[config.mk]
export PLATFORM = sky130hd
export DESIGN_NAME = sqvs_front
export DESIGN_NICKNAME = d
export VERILOG_FILES = /design/src/hw/rtl/sqvs_pkg.sv /design/src/hw/rtl/sqvs_front.sv
export SDC_FILE = /design/constraint.sdc
export NUM_CORES = 1
export LEC_CHECK = 0
export ABC_AREA = 1
export ABC_CLOCK_PERIOD_IN_PS = 7000
export BUFFER_PORTS_ARGS = -buffer_cell sky130_fd_sc_hd__buf_2
export CAP_MARGIN = 20
export CORE_MARGIN = 3
export CORE_UTILIZATION = 45
export DETAILED_ROUTE_END_ITERATION = 8
export HOLD_SLACK_MARGIN = 0.12
export PLACE_DENSITY = 0.73
export SLEW_MARGIN = 5
export SYNTH_ARGS = -nofsm -noshare
export SYNTH_HDL_FRONTEND = slang
export SYNTH_SLANG_ARGS = --single-unit
[constraint.sdc]
create_clock -name clk -period 7 [get_ports clk]
set_input_delay 1.05 -clock clk [delete_from_list [all_inputs] [get_ports clk]]
set_output_delay 1.05 -clock clk [all_outputs]
set_load 0.005 [all_outputs]
[src/hw/rtl/sqvs_pkg.sv]
// Types, constants and helper functions for the sprite quad vertex setup unit.
`default_nettype none
package sqvs_pkg;

	localparam int TEXTURE_ID_BITS = 8;
	localparam int COORD_FRAC_BITS = 8;
	localparam int CORDIC_STEPS    = 14;
	localparam int DIV_STEPS       = 17;
	localparam int CORDIC_GAIN     = 39797;
	localparam int UV_ONE          = 65536;
	localparam int ZOOM_MIN        = 410;
	localparam int ZOOM_MAX        = 32768;
	localparam int VP_SHIFT        = COORD_FRAC_BITS + 28;

	typedef struct packed {
		logic [TEXTURE_ID_BITS-1:0] texture_id;
		logic [25:0]                tex_size;
		logic [12:0]                src_x;
		logic [12:0]                src_y;
		logic [12:0]                src_w;
		logic [12:0]                src_h;
		logic signed [23:0]         dest_x;
		logic signed [23:0]         dest_y;
		logic [22:0]                dest_w;
		logic [22:0]                dest_h;
		logic [15:0]                angle;
		logic [31:0]                color;
	} sprite_t;

	typedef struct packed {
		logic [1:0]         corner;
		logic signed [23:0] screen_x;
		logic signed [23:0] screen_y;
		logic [16:0]        tex_u;
		logic [16:0]        tex_v;
		logic [31:0]        vertex_color;
		logic               batch_start;
		logic               last;
	} vertex_t;

	typedef struct packed {
		logic signed [23:0] center_x;
		logic signed [23:0] center_y;
		logic signed [23:0] shake_x;
		logic signed [23:0] shake_y;
		logic [15:0]        zoom;
		logic [13:0]        viewport_width;
		logic [13:0]        viewport_height;
	} cfg_t;

	typedef struct packed {
		sprite_t sprite;
		logic    start;
	} cmd_t;

	typedef enum logic [2:0] {
		REG_CENTER_X        = 3'd0,
		REG_CENTER_Y        = 3'd1,
		REG_SHAKE_X         = 3'd2,
		REG_SHAKE_Y         = 3'd3,
		REG_ZOOM            = 3'd4,
		REG_VIEWPORT_WIDTH  = 3'd5,
		REG_VIEWPORT_HEIGHT = 3'd6
	} cfg_reg_t;

	typedef enum logic [2:0] {
		ST_IDLE,
		ST_SETUP,
		ST_MUL,
		ST_SUM,
		ST_SCALE,
		ST_EMIT
	} back_state_t;

	function automatic logic [13:0] atan_step(input logic [3:0] i);
		logic [13:0] r;
		case (i)
			4'd0:    r = 14'd8192;
			4'd1:    r = 14'd4836;
			4'd2:    r = 14'd2555;
			4'd3:    r = 14'd1297;
			4'd4:    r = 14'd651;
			4'd5:    r = 14'd326;
			4'd6:    r = 14'd163;
			4'd7:    r = 14'd81;
			4'd8:    r = 14'd41;
			4'd9:    r = 14'd20;
			4'd10:   r = 14'd10;
			4'd11:   r = 14'd5;
			4'd12:   r = 14'd3;
			4'd13:   r = 14'd1;
			default: r = 14'd0;
		endcase
		return r;
	endfunction

	function automatic logic signed [17:0] clamp_unit(input logic signed [19:0] v);
		logic signed [17:0] r;
		if (v > 20'sd65536)
			r = 18'sd65536;
		else if (v < -20'sd65536)
			r = -18'sd65536;
		else
			r = 18'(v);
		return r;
	endfunction

endpackage
`default_nettype wire

[src/hw/rtl/sqvs_front.sv]
// Front end: accepts sprites, drops missing textures, marks batch starts, two-entry queue.
`default_nettype none
module sqvs_front (
	input  wire                clk,
	input  wire                arst_n,
	input  wire                sprite_valid,
	output logic               sprite_stall,
	input  sqvs_pkg::sprite_t  sprite,
	output logic               q_valid,
	output sqvs_pkg::cmd_t     q_entry,
	input  wire                q_pop
);
	import sqvs_pkg::*;

	logic [TEXTURE_ID_BITS-1:0] prev_tex_q;
	logic                       have_prev_q;
	logic [1:0]                 count_q;
	logic                       wr_ptr_q;
	logic                       rd_ptr_q;
	cmd_t                       slot0_q;
	cmd_t                       slot1_q;
	logic                       push;
	cmd_t                       entry;

	assign sprite_stall = (count_q == 2'd2);
	assign q_valid      = (count_q != 2'd0);
	assign q_entry      = rd_ptr_q ? slot1_q : slot0_q;

	assign push = sprite_valid && !sprite_stall && (sprite.texture_id != '0);

	always_comb begin
		entry.sprite = sprite;
		entry.start  = !have_prev_q || (sprite.texture_id != prev_tex_q);
	end

	always_ff @(posedge clk or negedge arst_n) begin
		if (!arst_n) begin
			prev_tex_q  <= '0;
			have_prev_q <= 1'b0;
			count_q     <= 2'd0;
			wr_ptr_q    <= 1'b0;
			rd_ptr_q    <= 1'b0;
		end else begin
			if (push) begin
				prev_tex_q  <= sprite.texture_id;
				have_prev_q <= 1'b1;
				wr_ptr_q    <= !wr_ptr_q;
			end
			if (q_pop && q_valid)
				rd_ptr_q <= !rd_ptr_q;
			case ({push, q_pop && q_valid})
				2'b10:   count_q <= count_q + 2'd1;
				2'b01:   count_q <= count_q - 2'd1;
				default: count_q <= count_q;
			endcase
		end
	end

	always_ff @(posedge clk) begin
		if (push && !wr_ptr_q)
			slot0_q <= entry;
		if (push && wr_ptr_q)
			slot1_q <= entry;
	end

endmodule
`default_nettype wire

### Word level (Yosys, flattened, before mapping)

Index checks and enable logic that the tools add are counted.

| word-level totals | value |
|---|---|
| register bits after elaboration | 471 |
| input bits | 232 |
| logic and storage cells | 52 |

| operators by class | value |
|---|---|
| add/subtract/negate cells | 2 |
| eq/ne operators | 4 |
| mux-type cells | 2 |
| reduce and logical (&&, ||, !) cells | 13 |

Operators by type and width:

| kind | count |
|---|---|
| 2-to-1 mux 229 bit | 1 |
| != test 8 bit | 1 |
| nonzero test 8 bit | 1 |
| logical AND 1 bit | 5 |
| == test 2 bit, second input constant | 2 |
| zero test 1 bit | 4 |
| one-hot mux 2 bit (2 select lines) | 1 |
| nonzero test 2 bit | 2 |
| adder 2 x 1 -> 2 bit, second input constant | 1 |
| == test 2 x 1 -> 1 bit, second input constant | 1 |
| subtractor 2 x 1 -> 2 bit, second input constant | 1 |
| logical OR 1 bit | 1 |

### Longest topological paths before layout

Gate-level depths: netlist (run 1).

| logic depth | value |
|---|---|
| depth after elaboration | 6 |
| gate-level depth with buffers | 9 |
| depth with buffers taken out | 8 |

### Least setup slack after synthesis (run 1)

Ideal clock, no wire load.

| timing path | value |
|---|---|
| path type | input-to-reg |
| start point | input port sprite_valid |
| end point | register slot1_q[0] (netlist name), enable pin |
| data arrival time | 7.292 ns |
| required time | 6.362 ns |
| setup slack | -0.930 ns |
| stages | 5 |
| path buffers | 1 |
| cells stage by stage | inv_1 > nor2_8 > o21ai_4 > buf_8 > nor2_2 |

| on the way | value |
|---|---|
| word-level cells in the longest chain between the ends | 3 |

RTL lines:

| what | line | RTL |
|---|---|---|
| start: declaration | sqvs_front.sv:6 | `input wire sprite_valid,` |
| logical AND 1 bit (2 in a row) | sqvs_front.sv:29 | `assign push = sprite_valid && !sprite_stall && (sprite.texture_id != '0);` |
| logical AND 1 bit | sqvs_front.sv:62 | `if (push && wr_ptr_q)` |
| end signal: assignment | sqvs_front.sv:63 | `slot1_q <= entry;` |
| end: declaration | sqvs_front.sv:21 | `cmd_t slot1_q;` |

No other way between the ends.
A chain may end at the register's enable or synchronous reset.

==> summary.txt, run 1 <==
Die
  • I/O pins: 463
  • Full die area: slightly above 40,000 µm²
  • Chip height: roughly 200 µm
  • Initial core utilization: 0.459
  • Core area: approximately 38,000 µm²
  • Core Rows: 71
  • Die width: about 200 µm

Place
  • Inst Count DP: 2,230
  • I/O Buffers: 462
  • Post-DP HPWL: 26,000 µm
  • Final Wtd Congestion: between 0.8 and 0.9

Clock network
  • Clock tree buffer depth: 3
  • Clk root buf: clkbuf_16
  • Clock sinks: roughly 470
  • H-tree lvl count: 2
  • CTS tree: built
  • Cts repair resizes: 0
  • CTS Buf Count: 46
  • # hold bufs at CTS: 0
  • Post-CTS Setup Inserts: 0
  • Worst-skew pair later-pin latency: 0.55 ns
  • Clock transition at path regs: 0.06 ns

Route
  • Routed vias/inst: between 4 and 5
  • Pre-Repair DR Iteration Count: 5
  • Antenna viol nets, final: 0
  • # DRC: 0
  • Avg WL per Cell: about 17 µm
  • DR vias: about 11,000
  • Drt total wl: 39,700 µm
  • Initial DRC Count: around 730

Run
  • Max_cap viols: 0

Synthesis
  • Leading area contributor after synthesis: edfxtp_1
  • Seq/Total Area, Yosys: 0.810
  • Unique masters post-synth: 22
  • Top-area cell type share of the netlist area: 0.792
  • #FFs+latches synth: approximately 470
  • Yosys Warn Count: 0
  • Post-Syn Nets: 1,534
  • Synth top area cells: edfxtp_1 (79%), nand2_1 (16%), dfrtp_1 (1.9%)
  • Mapped Cells: 1,301
  • Avg Cell Area, Syn: approximately 13 µm²
  • Netlist Area Pre-Place: approximately 17,000 µm²

Global routing
  • Grt ovf: 0
  • Largest net degree at the start of global routing: approximately 120
  • First-pass GRT wire length: ~60,000 µm
  • GRT Util Overall: 0.186
  • Initial antenna violation count: 11
  • Vias in the first global route: around 11,000

Layout
  • Share of layout cells above drive strength 1: 0.300
  • Synth-to-Final Area Change: 24.3%
  • Layout Nets: ~2,000
  • Fillers: between 3,000 and 4,000
  • FF/Latch Area: ~14,000 µm²
  • Area of the multi-input gates: a little under 3000 µm²
  • Post-route insts no fill: roughly 2,300

STA
  • Highest clock rate: 226 MHz
  • Slew Viols, Final: 0
  • Unrepaired setup endpoints after global routing: false
  • Final Setup Violations: 0
  • Clk_skew: ~0.01 ns
  • Final TNS setup: 0 ns
  • Fin. Hold Viols: 0
  • Slew headroom: 0.333
  • Hold slack: about 0.39 ns
  • Period utilisation layout: 0.631
  • Final min period: approximately 4.4 ns
  • Worst slew pin tran: about 1.0 ns

Setup path
  • Kind of critical path: flip-flop to output pin
  • CP endpoint kind: output pin
  • WP data arrival: 3.37 ns
  • RR Endpoint: slot0_q[107]
  • Max FO, Critical Path: 120
  • Worst path cell trace: inv_6, buf_4, nand2_1, nand2_1, buf_2
  • Crit-path max cell delay: around 0.80 ns
  • R2R cell count: 6
  • R2R Setup Slk: roughly 4.3 ns
  • Largest delay share family, worst path: buffers and inverters
  • Startpoint types: flip-flop
  • Critical Path Slowest Stage Cell: buf_4
  • Worst r2r src: count_q[1]
  • Buf/Inv on CP: 3
  • Critical Path RT: just under 6 ns
  • Worst path most repeated cell: nand2_1

Outcome
  • Status: completed

Pwr
  • Pwr/cell area: between 400 and 500 nW/µm²
  • Comb power frac: 0.294
  • Switching share of total power: 0.325
  • Net switching power: between 2000 and 3000 µW
  • Flop pwr share: 0.455
  • Static leakage power: slightly above 0.009 µW
  • Clock power frac: 0.252
  • Int Power: roughly 6000 µW
  • Maximum VDD drop: 0.255 mV

Hold path
  • Hold crit path type: primary input to asynchronous set/reset pin
[how the worst max path moves through the flow]
stage                     depth (start not counted)  slack (ns)    startpoint      endpoint
final                                             5        2.58      rd_ptr_q  q_entry[191]
after global placement                            5        3.23      rd_ptr_q  q_entry[200]
after CTS                                         5        2.57      rd_ptr_q  q_entry[191]
after floorplan                                   4        0.58  sprite_valid    slot0_q[0]
after global routing                              5        2.32      rd_ptr_q  q_entry[137]
after detailed placement                          5        3.19      rd_ptr_q  q_entry[191]
[flip-flops by register name (all words and copies together), names as in the netlist]
register and count:
slot1_q 229, prev_tex_q 8, count_q 2, slot0_q 229, wr_ptr_q 1, rd_ptr_q 1, have_prev_q 1
[placed cells by master (no fill, tap or decap), types with 2 or more instances in the layout]
master	instances
nand2_1	722
buf_2	462
edfxtp_1	458
clkbuf_16	49
inv_1	18
clkinv_1	13
diode_2	12
dfrtp_1	12
nand3_1	11
clkbuf_1	9
nor2_1	6
clkinvlp_4	5
xor2_1	4
clkinv_2	4
buf_12	4
buf_4	4
nor2_2	2
o21ai_0	2
a21oi_1	2
nand2_2	2
[power groups by stage]
stage               Sequential, µW  Combinational, µW  Clock [µW]
CTS                           4050               2670        2300
finish                        4050               2620        2240
global route                  4100               2920        2400
detailed placement            4100               2650           0
global placement              4090               2610           0
floorplan                     4120               1450           0
[cell type report]
type                    instances  share of cell area
clock buffers                  58              0.0584
multi-input cells             758               0.137
inverters                      20             0.00406
diodes                         12             0.00139
repair buffers                470               0.112
clock inverters                22             0.00493
flip-flops and latches        471               0.652
well taps                     511              0.0296
[cell usage after synthesis]
library cell,count
inv_2,1
dfrtp_1,13
nand2_1,722
edfxtp_1,458
or2_2,1
nand2_2,2
nor2_8,1
nand4_2,1
buf_4,1
ha_1,1
buf_8,1
nand3_1,11
o21ai_4,1
inv_1,19
a21oi_1,2
nor2_1,6
clkbuf_1,5
xor2_1,4
xnor2_1,1
nor2_2,3
buf_2,45
o21ai_0,2
[stage by stage]
step | cell area [µm²] | total power (µW) | setup WS, ns | util
finish | 21600 | 8900 | 2.58 | 0.570
global route | 21600 | 9430 | 2.32 | 0.570
CTS | 21600 | 9010 | 2.57 | 0.570
detailed placement | 20200 | 6750 | 3.19 | 0.533
global placement | 20200 | 6700 | 3.23 | 0.533
floorplan | 17400 | 5570 | 0.577 | -
[layer usage]
layer | global-route usage | share of wire
met1 | 0.230 | 0.39
met2 | 0.320 | 0.51
met3 | 0.0399 | 0.067
met4 | 0.0804 | 0.036
met5 | 0 | 0
[worst reg2reg max path, stage by stage (launching register included)]
cell	delay [ns]
dfrtp_1	0.38
inv_1	0.09
nor2_2	0.08
nor2_8	0.18
nand3_1	0.23
inv_8	0.56
buf_12	0.74
[cells by family after synthesis]
group	synth area share
AOI/OAI and AO/OA	0.00209
buffers and inverters	0.0197
xor gates and xnor gates	0.00252
DFF	0.810
and+or+nand+nor	0.165
adders and majority gates	0.000720
Power figures use the tool's default switching activity.
==> run 2: changes to the inputs <==
--- a/config.mk
+++ b/config.mk
@@ -6,7 +6,7 @@
 export NUM_CORES = 1
 export LEC_CHECK = 0
 export ABC_AREA = 1
-export ABC_CLOCK_PERIOD_IN_PS = 7000
+export ABC_CLOCK_PERIOD_IN_PS = 3680
 export BUFFER_PORTS_ARGS = -buffer_cell sky130_fd_sc_hd__buf_2
 export CAP_MARGIN = 20
 export CORE_MARGIN = 3
==> constraint.sdc (replaced) <==
create_clock -name clk -period 3.68 [get_ports clk]
set_input_delay 0.552 -clock clk [delete_from_list [all_inputs] [get_ports clk]]
set_output_delay 0.552 -clock clk [all_outputs]
set_load 0.005 [all_outputs]
==> run 2 against run 1 <==
Register-to-register slack got worse by 2.8 ns. Global-route usage up 0.32 points. Clock power grew 110%. Worst hold slack worse by 0.22 ns. Combinational power grew 100%. Cell area increased by 1.3%. Die area stayed put. Core utilization up 0.74 points. Sequential cell count did not move. Clock-buffer cell count is 7 higher. Wire length rose by 1.4%. Critical path depth down 1. Critical endpoint is now q_entry[20]. Largest power group unchanged.
==> summary.txt, run 2 (synthesized netlist as in run 1, its figures left out) <==
Global routing
  • Largest net degree at the start of global routing: 230 (+90%)
  • First-pass GRT wire length: 60,400 µm (+0.53%)
  • Grt ovf: 0 (unchanged)
  • Vias in the first global route: 11,100 (+2.2%)
  • Initial antenna violation count: 12 (+1)
  • GRT Util Overall: 0.189 (+0.00320)

STA
  • Final Setup Violations: 0 (unchanged)
  • Fin. Hold Viols: 0 (unchanged)
  • Slew headroom: 0.0520 (-0.281)
  • Clk_skew: 0.0116 ns (+0.00168 ns)
  • Worst slew pin tran: 1.42 ns (+0.422 ns)
  • Period utilisation layout: 0.829
  • Final min period: about 3 ns
  • Slew Viols, Final: 0 (unchanged)
  • Highest clock rate: roughly 330 MHz
  • Unrepaired setup endpoints after global routing: false

Setup path
  • WP data arrival: 2.50 ns (-0.87 ns)
  • Startpoint types: flip-flop
  • Critical Path RT: 3.13 ns (-2.82 ns)
  • Max FO, Critical Path: 229 (+91%)
  • Kind of critical path: flip-flop to output pin
  • CP endpoint kind: output pin

Pwr
  • Flop pwr share: 0.435 (-0.020)
  • Int Power: 11,900 µW (+98%)
  • Clock power frac: 0.265 (+0.013)
  • Static leakage power: 0.00942 µW (+1.4%)
  • Switching share of total power: 0.318 (-0.00657)
  • Pwr/cell area: 799 nW/µm² (+94%)
  • Comb power frac: 0.300 (+0.006)
  • Maximum VDD drop: 1.15 mV (+350%)
  • Net switching power: 5560 µW (+92%)
  • Overall power: 17,500 µW (+96%)

Layout
  • Most frequent cells in the layout: nand2_1 (722), buf_2 (462), edfxtp_1 (458)
  • Largest regs: slot0_q x229, slot1_q x229, prev_tex_q x8
  • Layout Nets: 2,010 (+0.50%)
  • Post-route design area: 21,900 µm² (+1.3%)
  • Commonest non-fill, non-tap cell in the layout: nand2_1
  • Share of layout cells above drive strength 1: 0.305 (+0.00502)
  • Synth-to-Final Area Change: 25.9%

Route
  • Routed vias/inst: 4.75 (-0.57%)
  • Antenna viol nets, final: 0 (unchanged)
  • DR vias: 11,100 (-0.099%)
  • Avg WL per Cell: 17.3 µm (+0.97%)
  • # DRC: 0 (unchanged)
  • Drt total wl: 40,200 µm (+1.4%)
  • Initial DRC Count: 705 (-3.7%)
  • Pre-Repair DR Iteration Count: 5 (unchanged)

Die
  • I/O pins: 463 (unchanged)
  • Core area: 37,800 µm² (unchanged)
  • Chip height: 202 µm (unchanged)
  • Die width: 202 µm (unchanged)
  • Full die area: 41,000 µm² (unchanged)
  • Core Rows: 71 (unchanged)
  • Initial core utilization: 0.459 (unchanged)

Place
  • Final Wtd Congestion: 0.821 (+0.87%)
  • Placed cell areas: 20,300 µm² (+0.73%)
  • Post-DP HPWL: 26,700 µm (+2.8%)
  • I/O Buffers: 462 (unchanged)

Run
  • Max_cap viols: 0 (unchanged)

Clock network
  • Worst-skew pair later-pin latency: 0.57 ns (+0.02 ns)
  • CTS Buf Count: 47 (+2.2%)
  • H-tree lvl count: 2 (unchanged)
  • Clock transition at path regs: 0.06 ns (about the same)
  • Clock tree buffer depth: 3 (unchanged)
  • Clk root buf: clkbuf_16
  • Clock sinks: 471 (unchanged)
  • CTS tree: built

Hold path
  • Hold crit path type: primary input to flip-flop

Outcome
  • Status: completed
==> run 2: worst paths after layout <==
kind / start / to / slack (ns) / cells after the start
max: rd_ptr_q / q_entry[20] / 0.63 / 4
min: sprite[10] / slot1_q[11] / 0.17 / 1
max reg2reg: count_q[0] / slot0_q[181] / 1.43 / 5
min reg2reg: have_prev_q / have_prev_q / 0.47 / 2
max in group asynchronous: arst_n / rd_ptr_q / 2.99 / 2
min in group asynchronous: arst_n / prev_tex_q[0] / 0.42 / 2
==> run 2: repair_timing <==
item | 4_1_cts | 5_1_grt
hold buffers | 1 | 0
hold endpoints to repair | 13 | 0
resized for setup | 0 | 0
buffers inserted | 0 | 0
==> run 2: critical path: stages (launching register included) <==
cell and delay [ns]:
dfrtp_4 0.45, buf_12 0.50, nand2_1 0.14, nand2_1 0.17, buf_2 0.14
==> run 2: power groups by stage <==
stage                     registers [µW]  clock network, µW  logic (µW)
after global routing                7690               4950        5800
after floorplan                     7780                  0        2770
after detailed placement            7700                  0        5300
after global placement              7650                  0        5210
after CTS                           7600               4740        5320
final                               7600               4630        5240
==> run 2: final cells by class <==
| class | count | area (µm²) |
|---|---|---|
| flip-flops and latches | 471 | 14100 |
| diodes | 10 | 25.0 |
| multi-input cells | 758 | 3000 |
| fillers | 2976 | 16000 |
| repair buffers | 479 | 2540 |
| inverters | 20 | 83.8 |
| clock inverters | 19 | 209 |
| clock buffers | 65 | 1290 |
| well taps | 511 | 639 |
==> run 2: through the flow <==
step           std cells  hold slack, ns   util  setup slack, ns  setup TNS (ns)
3_5_place_dp        2238           0.456  0.537             1.11               0
4_1_cts             2323           0.133  0.577            0.740               0
2_1_floorplan       1301           0.256      -            -1.13         -504.78
5_1_grt             2333           0.141  0.578            0.613               0
6_report            2333           0.170  0.578            0.628               0
3_3_place_gp        2238           0.441  0.537             1.14               0
==> run 2: routing by layer <==
metal,wire length [µm],GRT usage
met1,15100,0.223
met2,20800,0.328
met3,2830,0.0518
met4,1540,0.0819
met5,16,0
==> run 3: changes to the inputs <==
--- a/config.mk
+++ b/config.mk
@@ -6,14 +6,14 @@
 export NUM_CORES = 1
 export LEC_CHECK = 0
 export ABC_AREA = 1
-export ABC_CLOCK_PERIOD_IN_PS = 3680
+export ABC_CLOCK_PERIOD_IN_PS = 3200
 export BUFFER_PORTS_ARGS = -buffer_cell sky130_fd_sc_hd__buf_2
 export CAP_MARGIN = 20
 export CORE_MARGIN = 3
 export CORE_UTILIZATION = 45
 export DETAILED_ROUTE_END_ITERATION = 8
 export HOLD_SLACK_MARGIN = 0.12
-export PLACE_DENSITY = 0.73
+export PLACE_DENSITY = 0.7
 export SLEW_MARGIN = 5
 export SYNTH_ARGS = -nofsm -noshare
 export SYNTH_HDL_FRONTEND = slang
==> constraint.sdc (replaced) <==
create_clock -name clk -period 3.2 [get_ports clk]
set_input_delay 0.48 -clock clk [delete_from_list [all_inputs] [get_ports clk]]
set_output_delay 0.48 -clock clk [all_outputs]
set_load 0.005 [all_outputs]
==> run 3 against run 2 <==
Critical path depth did not move. Core utilization is 5.7 points higher. Sequential power grew 15%. Global-route usage grew 2.1 points. First-iteration DRC count is 17% higher. Clock power is 8.2% higher. Die area did not move. Cell area rose by 9.9%. Wire length rose by 11%. Cell count is 9.3% higher. Non-clock buffer count increased by 224. Power grew 16%. Critical path type unchanged. Critical endpoint is now q_entry[81]. Largest power group unchanged.
==> summary.txt, run 3 (synthesized netlist as in run 1, its figures left out) <==
Outcome
  • Status: completed

Hold path
  • Hold EP: slot0_q[132]
  • Hold Crit Start: sprite[131]
  • WHS Path Cells: 1 (unchanged)
  • Hold crit path type: primary input to flip-flop

STA
  • Slew headroom: 0.275 (+0.223)
  • Final min period: between 2 and 3 ns
  • Fin. Hold Viols: 0 (unchanged)
  • Final Setup Violations: 0 (unchanged)
  • Highest clock rate: roughly 350 MHz
  • Slew Viols, Final: 0 (unchanged)
  • Clk_skew: 0.0221 ns (+0.0106 ns)
  • Unrepaired setup endpoints after global routing: false
  • Period utilisation layout: 0.883
  • Worst slew pin tran: 1.09 ns (-0.334 ns)
  • Final TNS setup: 0 ns (unchanged)

Setup path
  • Worst r2r src: count_q[0]
  • Kind of critical path: flip-flop to output pin
  • WP data arrival: 2.35 ns (-0.15 ns)
  • RR Endpoint: slot0_q[179]
  • Worst path cell trace: buf_12, nand2_1, nand2_1, buf_2
  • R2R cell count: 5 (unchanged)
  • R2R Setup Slk: 0.80 ns (-0.63 ns)
  • Crit-path max cell delay: 0.74 ns (+0.24 ns)
  • Startpoint types: flip-flop
  • Critical Path RT: 2.72 ns (-0.41 ns)
  • Worst path most repeated cell: nand2_1
  • Critical Path Slowest Stage Cell: buf_12
  • Max FO, Critical Path: 229 (unchanged)
  • CP endpoint kind: output pin

Route
  • # DRC: 0 (unchanged)
  • Drt total wl: 44,600 µm (+11%)
  • Pre-Repair DR Iteration Count: 5 (unchanged)
  • Routed vias/inst: 4.79 (+0.95%)
  • Avg WL per Cell: 17.5 µm (+1.4%)
  • Initial DRC Count: 827 (+17%)
  • Antenna viol nets, final: 0 (unchanged)
  • DR vias: 12,200 (+10%)

Place
  • Post-DP HPWL: 27,100 µm (+1.6%)
  • Placed cell areas: 20,400 µm² (+0.57%)
  • Final Wtd Congestion: 0.870 (+5.9%)
  • I/O Buffers: 462 (unchanged)

Clock network
  • Clock transition at path regs: 0.06 ns (about the same)
  • Cts repair resizes: 0 (unchanged)
  • Post-CTS Setup Inserts: 0 (unchanged)
  • CTS tree: built
  • H-tree lvl count: 2 (unchanged)
  • Clock sinks: 471 (unchanged)
  • Worst-skew pair later-pin latency: 0.56 ns (about the same)
  • CTS Buf Count: 47 (unchanged)
  • Clk root buf: clkbuf_16
  • Clock tree buffer depth: 3 (unchanged)

Layout
  • Post-route design area: 24,000 µm² (+9.9%)
  • Commonest non-fill, non-tap cell in the layout: nand2_1
  • Synth-to-Final Area Change: 38.4%
  • Fillers: 2,693 (-9.5%)
  • Area of the multi-input gates: 3000 µm² (unchanged)
  • Most frequent cells in the layout: nand2_1 (722), buf_2 (462), edfxtp_1 (458)
  • Post-Route Utilization: 0.635 (+0.0574)
  • FF/Latch Area: 14,100 µm² (unchanged)
  • Largest regs: slot0_q x229, slot1_q x229, prev_tex_q x8
  • Layout Nets: 2,234 (+11%)
  • Share of layout cells above drive strength 1: 0.275 (-0.0298)

Run
  • Max_cap viols: 0 (unchanged)

Die
  • Core area: 37,800 µm² (unchanged)
  • Core Rows: 71 (unchanged)
  • I/O pins: 463 (unchanged)
  • Full die area: 41,000 µm² (unchanged)
  • Die width: 202 µm (unchanged)
  • Initial core utilization: 0.459 (unchanged)
  • Chip height: 202 µm (unchanged)

Global routing
  • First-pass GRT wire length: 68,000 µm (+13%)
  • Initial antenna violation count: 4 (-8)
  • Vias in the first global route: 12,700 (+14%)
  • Grt ovf: 0 (unchanged)
  • GRT Util Overall: 0.211 (+0.0213)
  • Largest net degree at the start of global routing: 230 (unchanged)

Pwr
  • Maximum VDD drop: 1.09 mV (-5.2%)
  • Static leakage power: 0.0103 µW (+9.8%)
  • Pwr/cell area: 842 nW/µm² (+5.4%)
-- run 3: cell count changes in the layout (fill, tap and decap cells not counted), sizes merged --
cell	previous run	this run
inv	19	20
dlygate4sd3	1	218
diode	10	3
buf	478	485
clkbuf	65	69
clkinv	14	15
bufinv	5	0
-- run 3: routing by layer --
| layer | share of wire | GRT usage |
|---|---|---|
| met1 | 0.37 | 0.240 |
| met2 | 0.53 | 0.383 |
| met3 | 0.060 | 0.0420 |
| met4 | 0.043 | 0.0987 |
| met5 | 0 | 0 |
-- run 3: worst max-delay path by stage --
stage                       startpoint            to  slack (ns)  cells past startpoint
after global routing          rd_ptr_q   q_entry[79]        0.30                      4
after CTS                     rd_ptr_q   q_entry[27]        0.43                      4
after detailed placement   sprite[224]  slot0_q[125]        0.63                      6
after global placement     sprite[224]  slot0_q[117]        0.67                      6
final                         rd_ptr_q   q_entry[81]        0.37                      4
after floorplan           sprite_valid    slot1_q[0]       -1.54                      5
-- run 3: through the flow --
stage	total power (µW)	setup slack, ns	hold WS, ns	std cells
final	20200	0.373	0.153	2551
after global routing	21300	0.295	0.131	2551
after CTS	20300	0.432	0.129	2548
after detailed placement	15100	0.634	0.393	2245
after global placement	14900	0.673	0.386	2245
after floorplan	12100	-1.54	0.184	1301
-- run 3: power by group --
group	switching, µW	internal, µW	leakage, µW	total, µW
combinational	4110	2360	0.00526	6470
clock	2160	2850	0.000686	5010
sequential	359	8400	0.00440	8750
total	6630	13600	0.0103	20200
-- run 3: worst max-delay path: cells and delay by family (launching register included) --
kind          cells  cell delay [ns]
buf+inv           2             0.86
flops             1             0.45
simple gates      2             0.32
-- run 3: area by class of cell --
type                       count  share of cell area
multi-input combinational    758               0.125
antenna                        3            0.000312
tap                          511              0.0266
clock inverter                16             0.00312
timing repair buffer         703               0.201
clock buffer                  69              0.0550
sequential                   471               0.586
inverter                      20             0.00349
-- run 3: what timing repair did --
item,in CTS,in global routing
hold endpoints to repair,447,0
setup endpoints to repair,0,0
hold buffers,218,0
